## config.mk

```make
export PLATFORM = sky130hd
export DESIGN_NAME = ranked_ready_queue_flat
export DESIGN_NICKNAME = d
export VERILOG_FILES = /design/src/hw/rtl/rrq_pkg.sv /design/src/hw/rtl/rrq_ifs.sv /design/src/hw/rtl/ranked_ready_queue.sv /design/src/hw/rtl/rrq_ram.sv /design/src/hw/rtl/rrq_ctrl.sv /design/src/flat_wrapper.sv
export SDC_FILE = /design/constraint.sdc
export NUM_CORES = 1
export LEC_CHECK = 0
export BUFFER_PORTS_ARGS = -buffer_cell sky130_fd_sc_hd__buf_4
export CORE_MARGIN = 5
export CORE_UTILIZATION = 45
export CTS_CLUSTER_DIAMETER = 120
export DETAILED_ROUTE_END_ITERATION = 10
export REMOVE_ABC_BUFFERS = 1
export SYNTH_ARGS = -nofsm -noshare
export SYNTH_HDL_FRONTEND = slang
export SYNTH_SLANG_ARGS = --single-unit
```

## constraint.sdc

```tcl
create_clock -name i_clk -period 4.25 [get_ports i_clk]
set_clock_uncertainty 0.2 [all_clocks]
set_input_delay 0.425 -clock i_clk [delete_from_list [all_inputs] [get_ports i_clk]]
set_output_delay 0.425 -clock i_clk [all_outputs]
set_load 0.1 [all_outputs]
```

## src/hw/rtl/rrq_pkg.sv

```systemverilog
// Types and codes shared by the ranked ready queue modules.
package rrq_pkg;

    localparam logic [2:0] MODE_APPEND = 3'd0;
    localparam logic [2:0] MODE_INSERT = 3'd1;
    localparam logic [2:0] MODE_POP    = 3'd2;
    localparam logic [2:0] MODE_REMOVE = 3'd3;
    localparam logic [2:0] MODE_SEARCH = 3'd4;

    localparam logic [2:0] STATUS_OK       = 3'd0;
    localparam logic [2:0] STATUS_INVALID  = 3'd1;
    localparam logic [2:0] STATUS_DUP      = 3'd2;
    localparam logic [2:0] STATUS_EMPTY    = 3'd3;
    localparam logic [2:0] STATUS_NOTFOUND = 3'd4;
    localparam logic [2:0] STATUS_FULL     = 3'd5;

    localparam logic [7:0] ID_INVALID = 8'd0;

    typedef struct packed {
        logic [7:0]  id;
        logic [15:0] rank;
    } t_entry;

    typedef struct packed {
        logic [2:0]  status;
        logic [7:0]  out_id;
        logic [15:0] out_rank;
        logic [4:0]  occupancy;
    } t_result;

endpackage

```

## src/hw/rtl/rrq_ifs.sv

```systemverilog
// Request and response channel interfaces of the ranked ready queue.
interface rrq_req_if;
    logic        valid;
    logic        ready;
    logic [2:0]  mode;
    logic [7:0]  task_id;
    logic [15:0] task_rank;

    modport source (output valid, output mode, output task_id, output task_rank, input ready);
    modport sink (input valid, input mode, input task_id, input task_rank, output ready);
endinterface

interface rrq_rsp_if;
    logic        valid;
    logic        ready;
    logic [2:0]  status;
    logic [7:0]  out_id;
    logic [15:0] out_rank;
    logic [4:0]  occupancy;

    modport source (output valid, output status, output out_id, output out_rank,
                    output occupancy, input ready);
    modport sink (input valid, input status, input out_id, input out_rank,
                  input occupancy, output ready);
endinterface

```

## src/hw/rtl/ranked_ready_queue.sv

```systemverilog
// Top level of the ranked ready queue: sequencer, slot memory and response register.
//
// A bounded queue of task identifiers with ranks, kept in position order with the head in
// slot zero. Each request beat appends, inserts in rank order (after all equal ranks), pops
// the head, removes by identifier or searches, and yields exactly one response beat with a
// status, the entry concerned and the occupancy. Requests are handled one at a time through the
// slot memory: a request first scans the entries held and, if it writes the queue, then shifts
// the entries that move one slot at a time and writes the new entry, before the response goes
// to the output register. Requests settled up front (invalid identifier, pop or remove on an
// empty queue, unused mode, which answers OK) skip the scan. The output register lets the next
// request be accepted while a response still waits to be taken.
module ranked_ready_queue #(
    parameter int CAPACITY = 16
) (
    input  logic      i_clk,
    input  logic      i_rst_n,
    rrq_req_if.sink   i_req,
    rrq_rsp_if.source o_rsp
);
    import rrq_pkg::*;

    localparam int AW = (CAPACITY > 1) ? $clog2(CAPACITY) : 1;
    localparam int CW = $clog2(CAPACITY + 1);

    logic          we;
    logic [AW-1:0] wr_addr;
    t_entry        wr_data;
    logic [AW-1:0] rd_addr;
    t_entry        rd_data;
    logic          res_valid;
    t_result       res;
    logic          res_ready;

    logic          r_out_vld;
    t_result       r_out;

    rrq_ctrl #(
        .CAPACITY (CAPACITY),
        .AW       (AW),
        .CW       (CW)
    ) u_ctrl (
        .i_clk       (i_clk),
        .i_rst_n     (i_rst_n),
        .i_req       (i_req),
        .o_we        (we),
        .o_wr_addr   (wr_addr),
        .o_wr_data   (wr_data),
        .o_rd_addr   (rd_addr),
        .i_rd_data   (rd_data),
        .o_res_valid (res_valid),
        .o_res       (res),
        .i_res_ready (res_ready)
    );

    rrq_ram #(
        .DEPTH (CAPACITY),
        .AW    (AW)
    ) u_ram (
        .i_clk     (i_clk),
        .i_we      (we),
        .i_wr_addr (wr_addr),
        .i_wr_data (wr_data),
        .i_rd_addr (rd_addr),
        .o_rd_data (rd_data)
    );

    assign res_ready = !r_out_vld || o_rsp.ready;

    always_ff @(posedge i_clk) begin
        if (!i_rst_n) begin
            r_out_vld <= 1'b0;
        end else if (res_valid && res_ready) begin
            r_out_vld <= 1'b1;
            r_out     <= res;
        end else if (o_rsp.ready) begin
            r_out_vld <= 1'b0;
        end
    end

    assign o_rsp.valid     = r_out_vld;
    assign o_rsp.status    = r_out.status;
    assign o_rsp.out_id    = r_out.out_id;
    assign o_rsp.out_rank  = r_out.out_rank;
    assign o_rsp.occupancy = r_out.occupancy;

endmodule

```

## src/hw/rtl/rrq_ram.sv

```systemverilog
// Slot memory of the queue: one write port and one registered read port.
module rrq_ram #(
    parameter int DEPTH = 16,
    parameter int AW    = 4
) (
    input  logic              i_clk,
    input  logic              i_we,
    input  logic [AW-1:0]     i_wr_addr,
    input  rrq_pkg::t_entry   i_wr_data,
    input  logic [AW-1:0]     i_rd_addr,
    output rrq_pkg::t_entry   o_rd_data
);
    import rrq_pkg::*;

    t_entry r_mem [DEPTH];
    t_entry r_rd_data;

    always_ff @(posedge i_clk) begin
        if (i_we) begin
            r_mem[i_wr_addr] <= i_wr_data;
        end
        r_rd_data <= r_mem[i_rd_addr];
    end

    assign o_rd_data = r_rd_data;

endmodule

```

## src/hw/rtl/rrq_ctrl.sv

```systemverilog
// Sequencer that scans and shifts the queue slots one per cycle.
module rrq_ctrl #(
    parameter int CAPACITY = 16,
    parameter int AW       = 4,
    parameter int CW       = 5
) (
    input  logic               i_clk,
    input  logic               i_rst_n,
    rrq_req_if.sink            i_req,
    output logic               o_we,
    output logic [AW-1:0]      o_wr_addr,
    output rrq_pkg::t_entry    o_wr_data,
    output logic [AW-1:0]      o_rd_addr,
    input  rrq_pkg::t_entry    i_rd_data,
    output logic               o_res_valid,
    output rrq_pkg::t_result   o_res,
    input  logic               i_res_ready
);
    import rrq_pkg::*;

    typedef enum logic [1:0] {
        ST_IDLE,
        ST_SCAN,
        ST_SHIFT,
        ST_RESP
    } t_state;

    t_state       r_state;
    logic [2:0]   r_mode;
    logic [7:0]   r_id;
    logic [15:0]  r_rank;
    logic [CW-1:0] r_cnt;
    logic [CW-1:0] r_iss;
    logic         r_pend;
    logic [CW-1:0] r_pidx;
    logic         r_found;
    logic [CW-1:0] r_fpos;
    logic [7:0]   r_fid;
    logic [15:0]  r_frank;
    logic         r_gt;
    logic [CW-1:0] r_ipos;
    logic         r_up;
    logic [CW-1:0] r_pos;
    logic [2:0]   r_status;
    logic [7:0]   r_oid;
    logic [15:0]  r_orank;

    logic          issue;
    logic          done;
    logic          match;
    logic [CW-1:0] iss_m1;
    logic [CW-1:0] pidx_p1;
    logic [CW-1:0] pidx_m1;
    logic [CW-1:0] issue_idx;
    logic [CW+4:0] cnt_ext;
    logic          needs_id;

    assign iss_m1  = r_iss - 1'b1;
    assign pidx_p1 = r_pidx + 1'b1;
    assign pidx_m1 = r_pidx - 1'b1;
    assign cnt_ext = {5'b0, r_cnt};

    assign needs_id = (i_req.mode == MODE_APPEND) || (i_req.mode == MODE_INSERT)
                   || (i_req.mode == MODE_REMOVE) || (i_req.mode == MODE_SEARCH);

    always_comb begin
        issue     = 1'b0;
        issue_idx = r_iss;
        o_we      = 1'b0;
        o_wr_addr = pidx_p1[AW-1:0];
        o_wr_data = i_rd_data;
        case (r_state)
            ST_SCAN: begin
                issue = r_iss < r_cnt;
            end
            ST_SHIFT: begin
                if (r_up) begin
                    issue     = r_iss > r_pos;
                    issue_idx = iss_m1;
                    if (r_pend) begin
                        o_we = 1'b1;
                    end else if (!issue) begin
                        o_we      = 1'b1;
                        o_wr_addr = r_pos[AW-1:0];
                        o_wr_data = '{id: r_id, rank: r_rank};
                    end
                end else begin
                    issue     = r_iss < r_cnt;
                    o_wr_addr = pidx_m1[AW-1:0];
                    o_we      = r_pend;
                end
            end
            default: begin
                issue = 1'b0;
            end
        endcase
        done  = !issue && !r_pend;
        match = (r_mode == MODE_POP) ? (r_pidx == '0) : (i_rd_data.id == r_id);
    end

    assign o_rd_addr     = issue_idx[AW-1:0];
    assign i_req.ready   = (r_state == ST_IDLE);
    assign o_res_valid   = (r_state == ST_RESP);
    assign o_res.status    = r_status;
    assign o_res.out_id    = r_oid;
    assign o_res.out_rank  = r_orank;
    assign o_res.occupancy = cnt_ext[4:0];

    always_ff @(posedge i_clk) begin
        if (!i_rst_n) begin
            r_state <= ST_IDLE;
            r_cnt   <= '0;
            r_pend  <= 1'b0;
        end else begin
            case (r_state)
                ST_IDLE: begin
                    if (i_req.valid) begin
                        r_mode   <= i_req.mode;
                        r_id     <= i_req.task_id;
                        r_rank   <= i_req.task_rank;
                        r_iss    <= '0;
                        r_pend   <= 1'b0;
                        r_found  <= 1'b0;
                        r_gt     <= 1'b0;
                        r_oid    <= '0;
                        r_orank  <= '0;
                        r_status <= STATUS_OK;
                        if (needs_id && i_req.task_id == ID_INVALID) begin
                            r_status <= STATUS_INVALID;
                            r_state  <= ST_RESP;
                        end else if ((i_req.mode == MODE_POP || i_req.mode == MODE_REMOVE)
                                     && r_cnt == '0) begin
                            r_status <= STATUS_EMPTY;
                            r_state  <= ST_RESP;
                        end else if (needs_id || i_req.mode == MODE_POP) begin
                            r_state <= ST_SCAN;
                        end else begin
                            r_state <= ST_RESP;
                        end
                    end
                end
                ST_SCAN: begin
                    r_pend <= issue;
                    r_pidx <= issue_idx;
                    if (issue) begin
                        r_iss <= r_iss + 1'b1;
                    end
                    if (r_pend) begin
                        if (match && !r_found) begin
                            r_found <= 1'b1;
                            r_fpos  <= r_pidx;
                            r_fid   <= i_rd_data.id;
                            r_frank <= i_rd_data.rank;
                        end
                        if (i_rd_data.rank > r_rank && !r_gt) begin
                            r_gt   <= 1'b1;
                            r_ipos <= r_pidx;
                        end
                    end
                    if (done) begin
                        case (r_mode)
                            MODE_APPEND, MODE_INSERT: begin
                                if (r_found) begin
                                    r_status <= STATUS_DUP;
                                    r_state  <= ST_RESP;
                                end else if (r_cnt >= CW'(CAPACITY)) begin
                                    r_status <= STATUS_FULL;
                                    r_state  <= ST_RESP;
                                end else begin
                                    r_up    <= 1'b1;
                                    r_pos   <= (r_mode == MODE_INSERT && r_gt) ? r_ipos : r_cnt;
                                    r_iss   <= r_cnt;
                                    r_state <= ST_SHIFT;
                                end
                            end
                            MODE_POP, MODE_REMOVE: begin
                                if (r_found) begin
                                    r_oid   <= r_fid;
                                    r_orank <= r_frank;
                                    r_up    <= 1'b0;
                                    r_pos   <= r_fpos;
                                    r_iss   <= r_fpos + 1'b1;
                                    r_state <= ST_SHIFT;
                                end else begin
                                    r_status <= STATUS_NOTFOUND;
                                    r_state  <= ST_RESP;
                                end
                            end
                            MODE_SEARCH: begin
                                if (r_found) begin
                                    r_oid   <= r_fid;
                                    r_orank <= r_frank;
                                end else begin
                                    r_status <= STATUS_NOTFOUND;
                                end
                                r_state <= ST_RESP;
                            end
                            default: begin
                                r_state <= ST_RESP;
                            end
                        endcase
                    end
                end
                ST_SHIFT: begin
                    r_pend <= issue;
                    r_pidx <= issue_idx;
                    if (issue) begin
                        r_iss <= r_up ? iss_m1 : r_iss + 1'b1;
                    end
                    if (done) begin
                        r_cnt   <= r_up ? r_cnt + 1'b1 : r_cnt - 1'b1;
                        r_state <= ST_RESP;
                    end
                end
                ST_RESP: begin
                    if (i_res_ready) begin
                        r_state <= ST_IDLE;
                    end
                end
                default: begin
                    r_state <= ST_IDLE;
                end
            endcase
        end
    end

endmodule
```

## src/flat_wrapper.sv

```systemverilog
// flat-port wrapper written by rule: the top's interface ports become plain ports
module ranked_ready_queue_flat import rrq_pkg::*;
#(
    parameter int CAPACITY = 16
)
  (i_clk, i_rst_n, i_req_valid, i_req_mode, i_req_task_id, i_req_task_rank, i_req_ready, o_rsp_valid, o_rsp_status, o_rsp_out_id, o_rsp_out_rank, o_rsp_occupancy, o_rsp_ready);
  rrq_req_if i_req_i ();
  rrq_rsp_if o_rsp_i ();
  input  logic i_clk;
  input  logic i_rst_n;
  input wire logic [$bits(i_req_i.valid)-1:0] i_req_valid;
  input wire logic [$bits(i_req_i.mode)-1:0] i_req_mode;
  input wire logic [$bits(i_req_i.task_id)-1:0] i_req_task_id;
  input wire logic [$bits(i_req_i.task_rank)-1:0] i_req_task_rank;
  output wire logic [$bits(i_req_i.ready)-1:0] i_req_ready;
  output wire logic [$bits(o_rsp_i.valid)-1:0] o_rsp_valid;
  output wire logic [$bits(o_rsp_i.status)-1:0] o_rsp_status;
  output wire logic [$bits(o_rsp_i.out_id)-1:0] o_rsp_out_id;
  output wire logic [$bits(o_rsp_i.out_rank)-1:0] o_rsp_out_rank;
  output wire logic [$bits(o_rsp_i.occupancy)-1:0] o_rsp_occupancy;
  input wire logic [$bits(o_rsp_i.ready)-1:0] o_rsp_ready;
  assign i_req_i.valid = i_req_valid;
  assign i_req_i.mode = i_req_mode;
  assign i_req_i.task_id = i_req_task_id;
  assign i_req_i.task_rank = i_req_task_rank;
  assign i_req_ready = i_req_i.ready;
  assign o_rsp_valid = o_rsp_i.valid;
  assign o_rsp_status = o_rsp_i.status;
  assign o_rsp_out_id = o_rsp_i.out_id;
  assign o_rsp_out_rank = o_rsp_i.out_rank;
  assign o_rsp_occupancy = o_rsp_i.occupancy;
  assign o_rsp_i.ready = o_rsp_ready;
  ranked_ready_queue #(.CAPACITY(CAPACITY)) u_core (.i_clk(i_clk), .i_rst_n(i_rst_n), .i_req(i_req_i), .o_rsp(o_rsp_i));
endmodule
```

==> results.md <==
Outcome:
- The flow ran to the end, and the final reports show no timing, DRC or antenna violations.

Synthesis:
- Synthesis inferred roughly 560 register bits.
- The share of the Yosys chip area taken by registers is 0.716.
- The biggest area contributor in the post-synthesis netlist is sky130_fd_sc_hd__edfxtp_1.
- In the synthesized netlist the dominant register cell turns out to be sky130_fd_sc_hd__edfxtp_1.
- The number of synthesized flops with an enable pin is 522.
- For this run, the number of Yosys warnings is 0.
- The cell with the most instances after synthesis is sky130_fd_sc_hd__edfxtp_1.
- For this run, asynchronously set or reset flops after synthesis account for 0.
- The number of library cell types mapped by synthesis is 68.
- Sorting the synthesized cells by how often they occur yields sky130_fd_sc_hd__edfxtp_1, sky130_fd_sc_hd__mux2i_1, sky130_fd_sc_hd__mux4_2.
- By area the synthesized netlist is led by sky130_fd_sc_hd__edfxtp_1, sky130_fd_sc_hd__mux2i_1, sky130_fd_sc_hd__mux4_2.
- Summing every instance area after synthesis gives around 23000 um2.
- The per-instance average area after synthesis is 17.7 um2.
- The share of synthesized area in the top cell type comes to 0.688.
- Synthesis handed over a netlist of around 1.3k instances.

GRT:
- For this run, the total global-route usage over all layers was measured as 0.180.
- The met3 global-route usage is 0.0340.
- The total overflow left after global routing is 0.
- The met1 layer usage reported by global route is 0.261.
- The busiest layer in global routing is met2.
- The initial antenna violation count is 1.
- The via count of the first global-routing pass came to around 12k.
- The met2 track demand over resource is 0.281.
- The largest net degree at the start of global routing is 57.
- The first-pass GRT wire length is between 70 and 80 mm.

Cells and area:
- The non-filler instance count after layout is about 2.2k.
- From synthesis to final layout, the design area changed by 17.3%.
- In the final layout, the share of cells above drive strength 1 is 0.195.
- At the end of the flow, the number of nets in the layout was roughly 1.5k.
- 0 antenna diodes ended up in the layout.
- The design area is ~27000 um2.

Pwr:
- Of the total power, combinational logic draws 0.310.
- For this design the static power due to leakage is about 9.5 nW.
- Of the total power, the share spent switching nets is 0.316.
- The share of total power dissipated in sequential elements is 0.414.
- The switching power of the nets is 5.71 mW.
- VDD sags by at most around 0.44 mV.
- The internal portion of the total power is around 12 mW.
- Of the total power, the clock network draws 0.276.
- In this run the power density over the cells is approximately 680 nW/um2.

Timing:
- The highest clock rate is around 260 MHz.
- The pin slew with the least headroom to its limit is ~1100 ps.
- The final setup slack of the worst path is ~370 ps.
- Setup repair after global routing left no endpoint under its margin.
- The final number of hold-violating endpoints is 0.
- The max-slew violation count came to 0.
- The share of the cycle needed by the critical path after routing is 0.913.
- The shortest clock period the worst path allows after layout is ~3900 ps.
- Setup violations remaining at the end of the flow were counted as 0.
- The worst pin sits at a relative slew slack of 0.256.

Clocking:
- The root buffer cell chosen for the clock tree is sky130_fd_sc_hd__clkbuf_16.
- The maximum clock insertion buffer count is 3.
- Buffers added to address setup during post-CTS repair amount to 0.
- The CTS tree is done.
- The clock latency of the later-clocked register in the worst-skew pair is 620 ps.
- After clock tree synthesis, the clock-pin slew on the worst setup and hold paths is ~60 ps.
- The number of H-tree branching levels is 2.
- The clock sink count is 555.
- Gates resized during post-CTS repair numbered 0.
- The total CTS buffers is 58.

Route:
- The count of TritonRoute iterations in the first routing pass is 5.
- The initial detailed-routing violation count is around 1.0k.
- The count of antenna-violating nets left after detailed routing is 0.
- Using the TritonRoute via totals, the vias-per-cell ratio works out to 5.39.
- The routed via count is approximately 12k.
- The DRC violation count after routing is 0.
- For this block, the routed nets add up to a little over 50 mm of wire.
- The average detailed-routed wire length per instance is 23.1 um.

Placement:
- The detailed placement HPWL is between 30 and 40 mm.
- In this run, placement finished with an instance count of between 2k and 2.5k.
- The placed cell area is 24600 um2.
- The last weighted congestion value of the routability-driven placer is 0.864.
- The number of buffer cells added on primary ports is 64.
- At the placement stage, the worst setup path has a slack of approximately 460 ps.

Critical path:
- The maximum single-stage delay on the critical path is about 850 ps.
- In this run the worst path has a maximum fanout of 16.
- STA puts the critical path data arrival time at approximately 4000 ps.
- The critical path endpoint category is a register.
- The critical path in this run is classified as register to register.
- The required time at the endpoint of the critical path is 4370 ps.
- Walking the worst path, the cells encountered are inv_1 > ha_1 > nor2b_1 > o221ai_1 > a22oi_1 > nor4_1 > o21a_1 > o21ai_0 > nor3_2 > buf_4.
- The type of origin of the critical path is a register.
- The largest individual stage delay along the critical path comes from the cell sky130_fd_sc_hd__o21ai_0.

Die:
- The initial cell density of the core is 0.454.
- The standard-cell row count is slightly above 80.
- The die covers between 50000 and 60000 um2.
- The width of the chip is roughly 240 um.
- In this run the vertical extent of the chip is approximately 240 um.
- For this design the top-level I/O count stands at between 60 and 70.
- The core region is 50200 um2.

Run:
- The number of max-cap violations is 0.

Worst hold path:
- The path type of the worst min-delay path is input port to register.
power groups by stage:
stage | Sequential, mW | Combinational, mW | Clock, mW
after floorplan | 7.67 | 4.16 | 0
after CTS | 7.49 | 5.69 | 5.11
after global routing | 7.53 | 6.07 | 5.33
after detailed placement | 7.60 | 5.64 | 0
after global placement | 7.59 | 5.59 | 0
final | 7.49 | 5.62 | 4.99
kinds of logic after synthesis:
family	Yosys count	synth area share
adders and majority gates	41	0.0228
xor gates and xnor gates	25	0.00993
and+or+nand+nor	176	0.0411
muxes	297	0.158
buffers and inverters	90	0.0218
AOI/OAI and AO/OA	107	0.0299
DFF	555	0.716
metal layers:
layer | wire length (um) | vias to the layer above
li1 | - | 5392
met4 | 1220 | 0
met5 | 0 | -
met3 | 2760 | 69
met1 | 23100 | 5969
met2 | 23300 | 312
worst max-delay path, delay by kind of cell (launching register included):
kind            cells  cell delay, ps
compound gates      4            1810
flops               1             510
buf+inv             2             450
simple gates        3             360
fa+ha+maj           1             230
worst paths after layout:
path                                from                       end  slack (ps)  cells after the start
setup reg to reg  u_core.u_ctrl.r_iss[0]  u_core.u_ram.r_mem[7][5]         370                     10
hold reg to reg   u_core.u_ctrl.r_oid[5]    u_core.o_rsp.out_id[5]         210                      0
hold / removal               i_req_valid      u_core.u_ctrl.r_pend          40                      4
setup / recovery  u_core.u_ctrl.r_iss[0]  u_core.u_ram.r_mem[7][5]         370                     10
sequential cells by signal, indices dropped and copies added (netlist names), 8 cells and up:
| name | count |
|---|---|
| u_core.o_rsp.out_id | 8 |
| u_core.o_rsp.out_rank | 16 |
| u_core.u_ctrl.r_fid | 8 |
| u_core.u_ctrl.r_frank | 16 |
| u_core.u_ctrl.r_id | 8 |
| u_core.u_ctrl.r_oid | 8 |
| u_core.u_ctrl.r_orank | 16 |
| u_core.u_ctrl.r_rank | 16 |
| u_core.u_ram.o_rd_data | 24 |
| u_core.u_ram.r_mem | 384 |
stage by stage:
stage / power (mW) / setup TNS [ps] / utilization / hold slack [ps]
2_1_floorplan: 11.8 / -135550 / - / 200
3_3_place_gp: 13.2 / 0 / 0.490 / 202
3_5_place_dp: 13.2 / 0 / 0.490 / 205
4_1_cts: 18.3 / 0 / 0.533 / 5.58
5_1_grt: 18.9 / 0 / 0.533 / 96.2
6_report: 18.1 / 0 / 0.533 / 41.6
cells in the final DEF (no fill, tap or decap), drive strengths merged, types with 3 or more instances in the layout:
master	instances
and2	28
nand4	3
clkinv	12
and3	5
xor2	18
nand2	37
nand3	12
bufinv	5
a21o	4
dfxtp	33
clkinvlp	5
nor2	31
nor4	10
o21ai	35
nor3	18
buf	126
o21a	4
o22ai	3
a211oi	3
mux2	23
clkbuf	86
ha	40
nand3b	4
inv	41
mux4	48
a211o	3
nor3b	3
dlygate4sd3	29
xnor2	7
a31oi	6
a21oi	25
nor2b	11
edfxtp	522
mux2i	226
repair_timing:
item | CTS | global route
setup endpoints to repair | 0 | 0
endpoints found under the hold margin | 36 | 0
hold buffers | 29 | 0
area by class of cell:
type,count,area (um2)
Inverter,39,146
Clock inverter,24,277
Clock buffer,86,1620
Fill cell,3946,23400
Timing Repair Buffer,155,1390
Tap cell,672,841
Multi-Input combinational cell,646,6150
Sequential cell,555,16300
(Power assumes the default switching activity.)
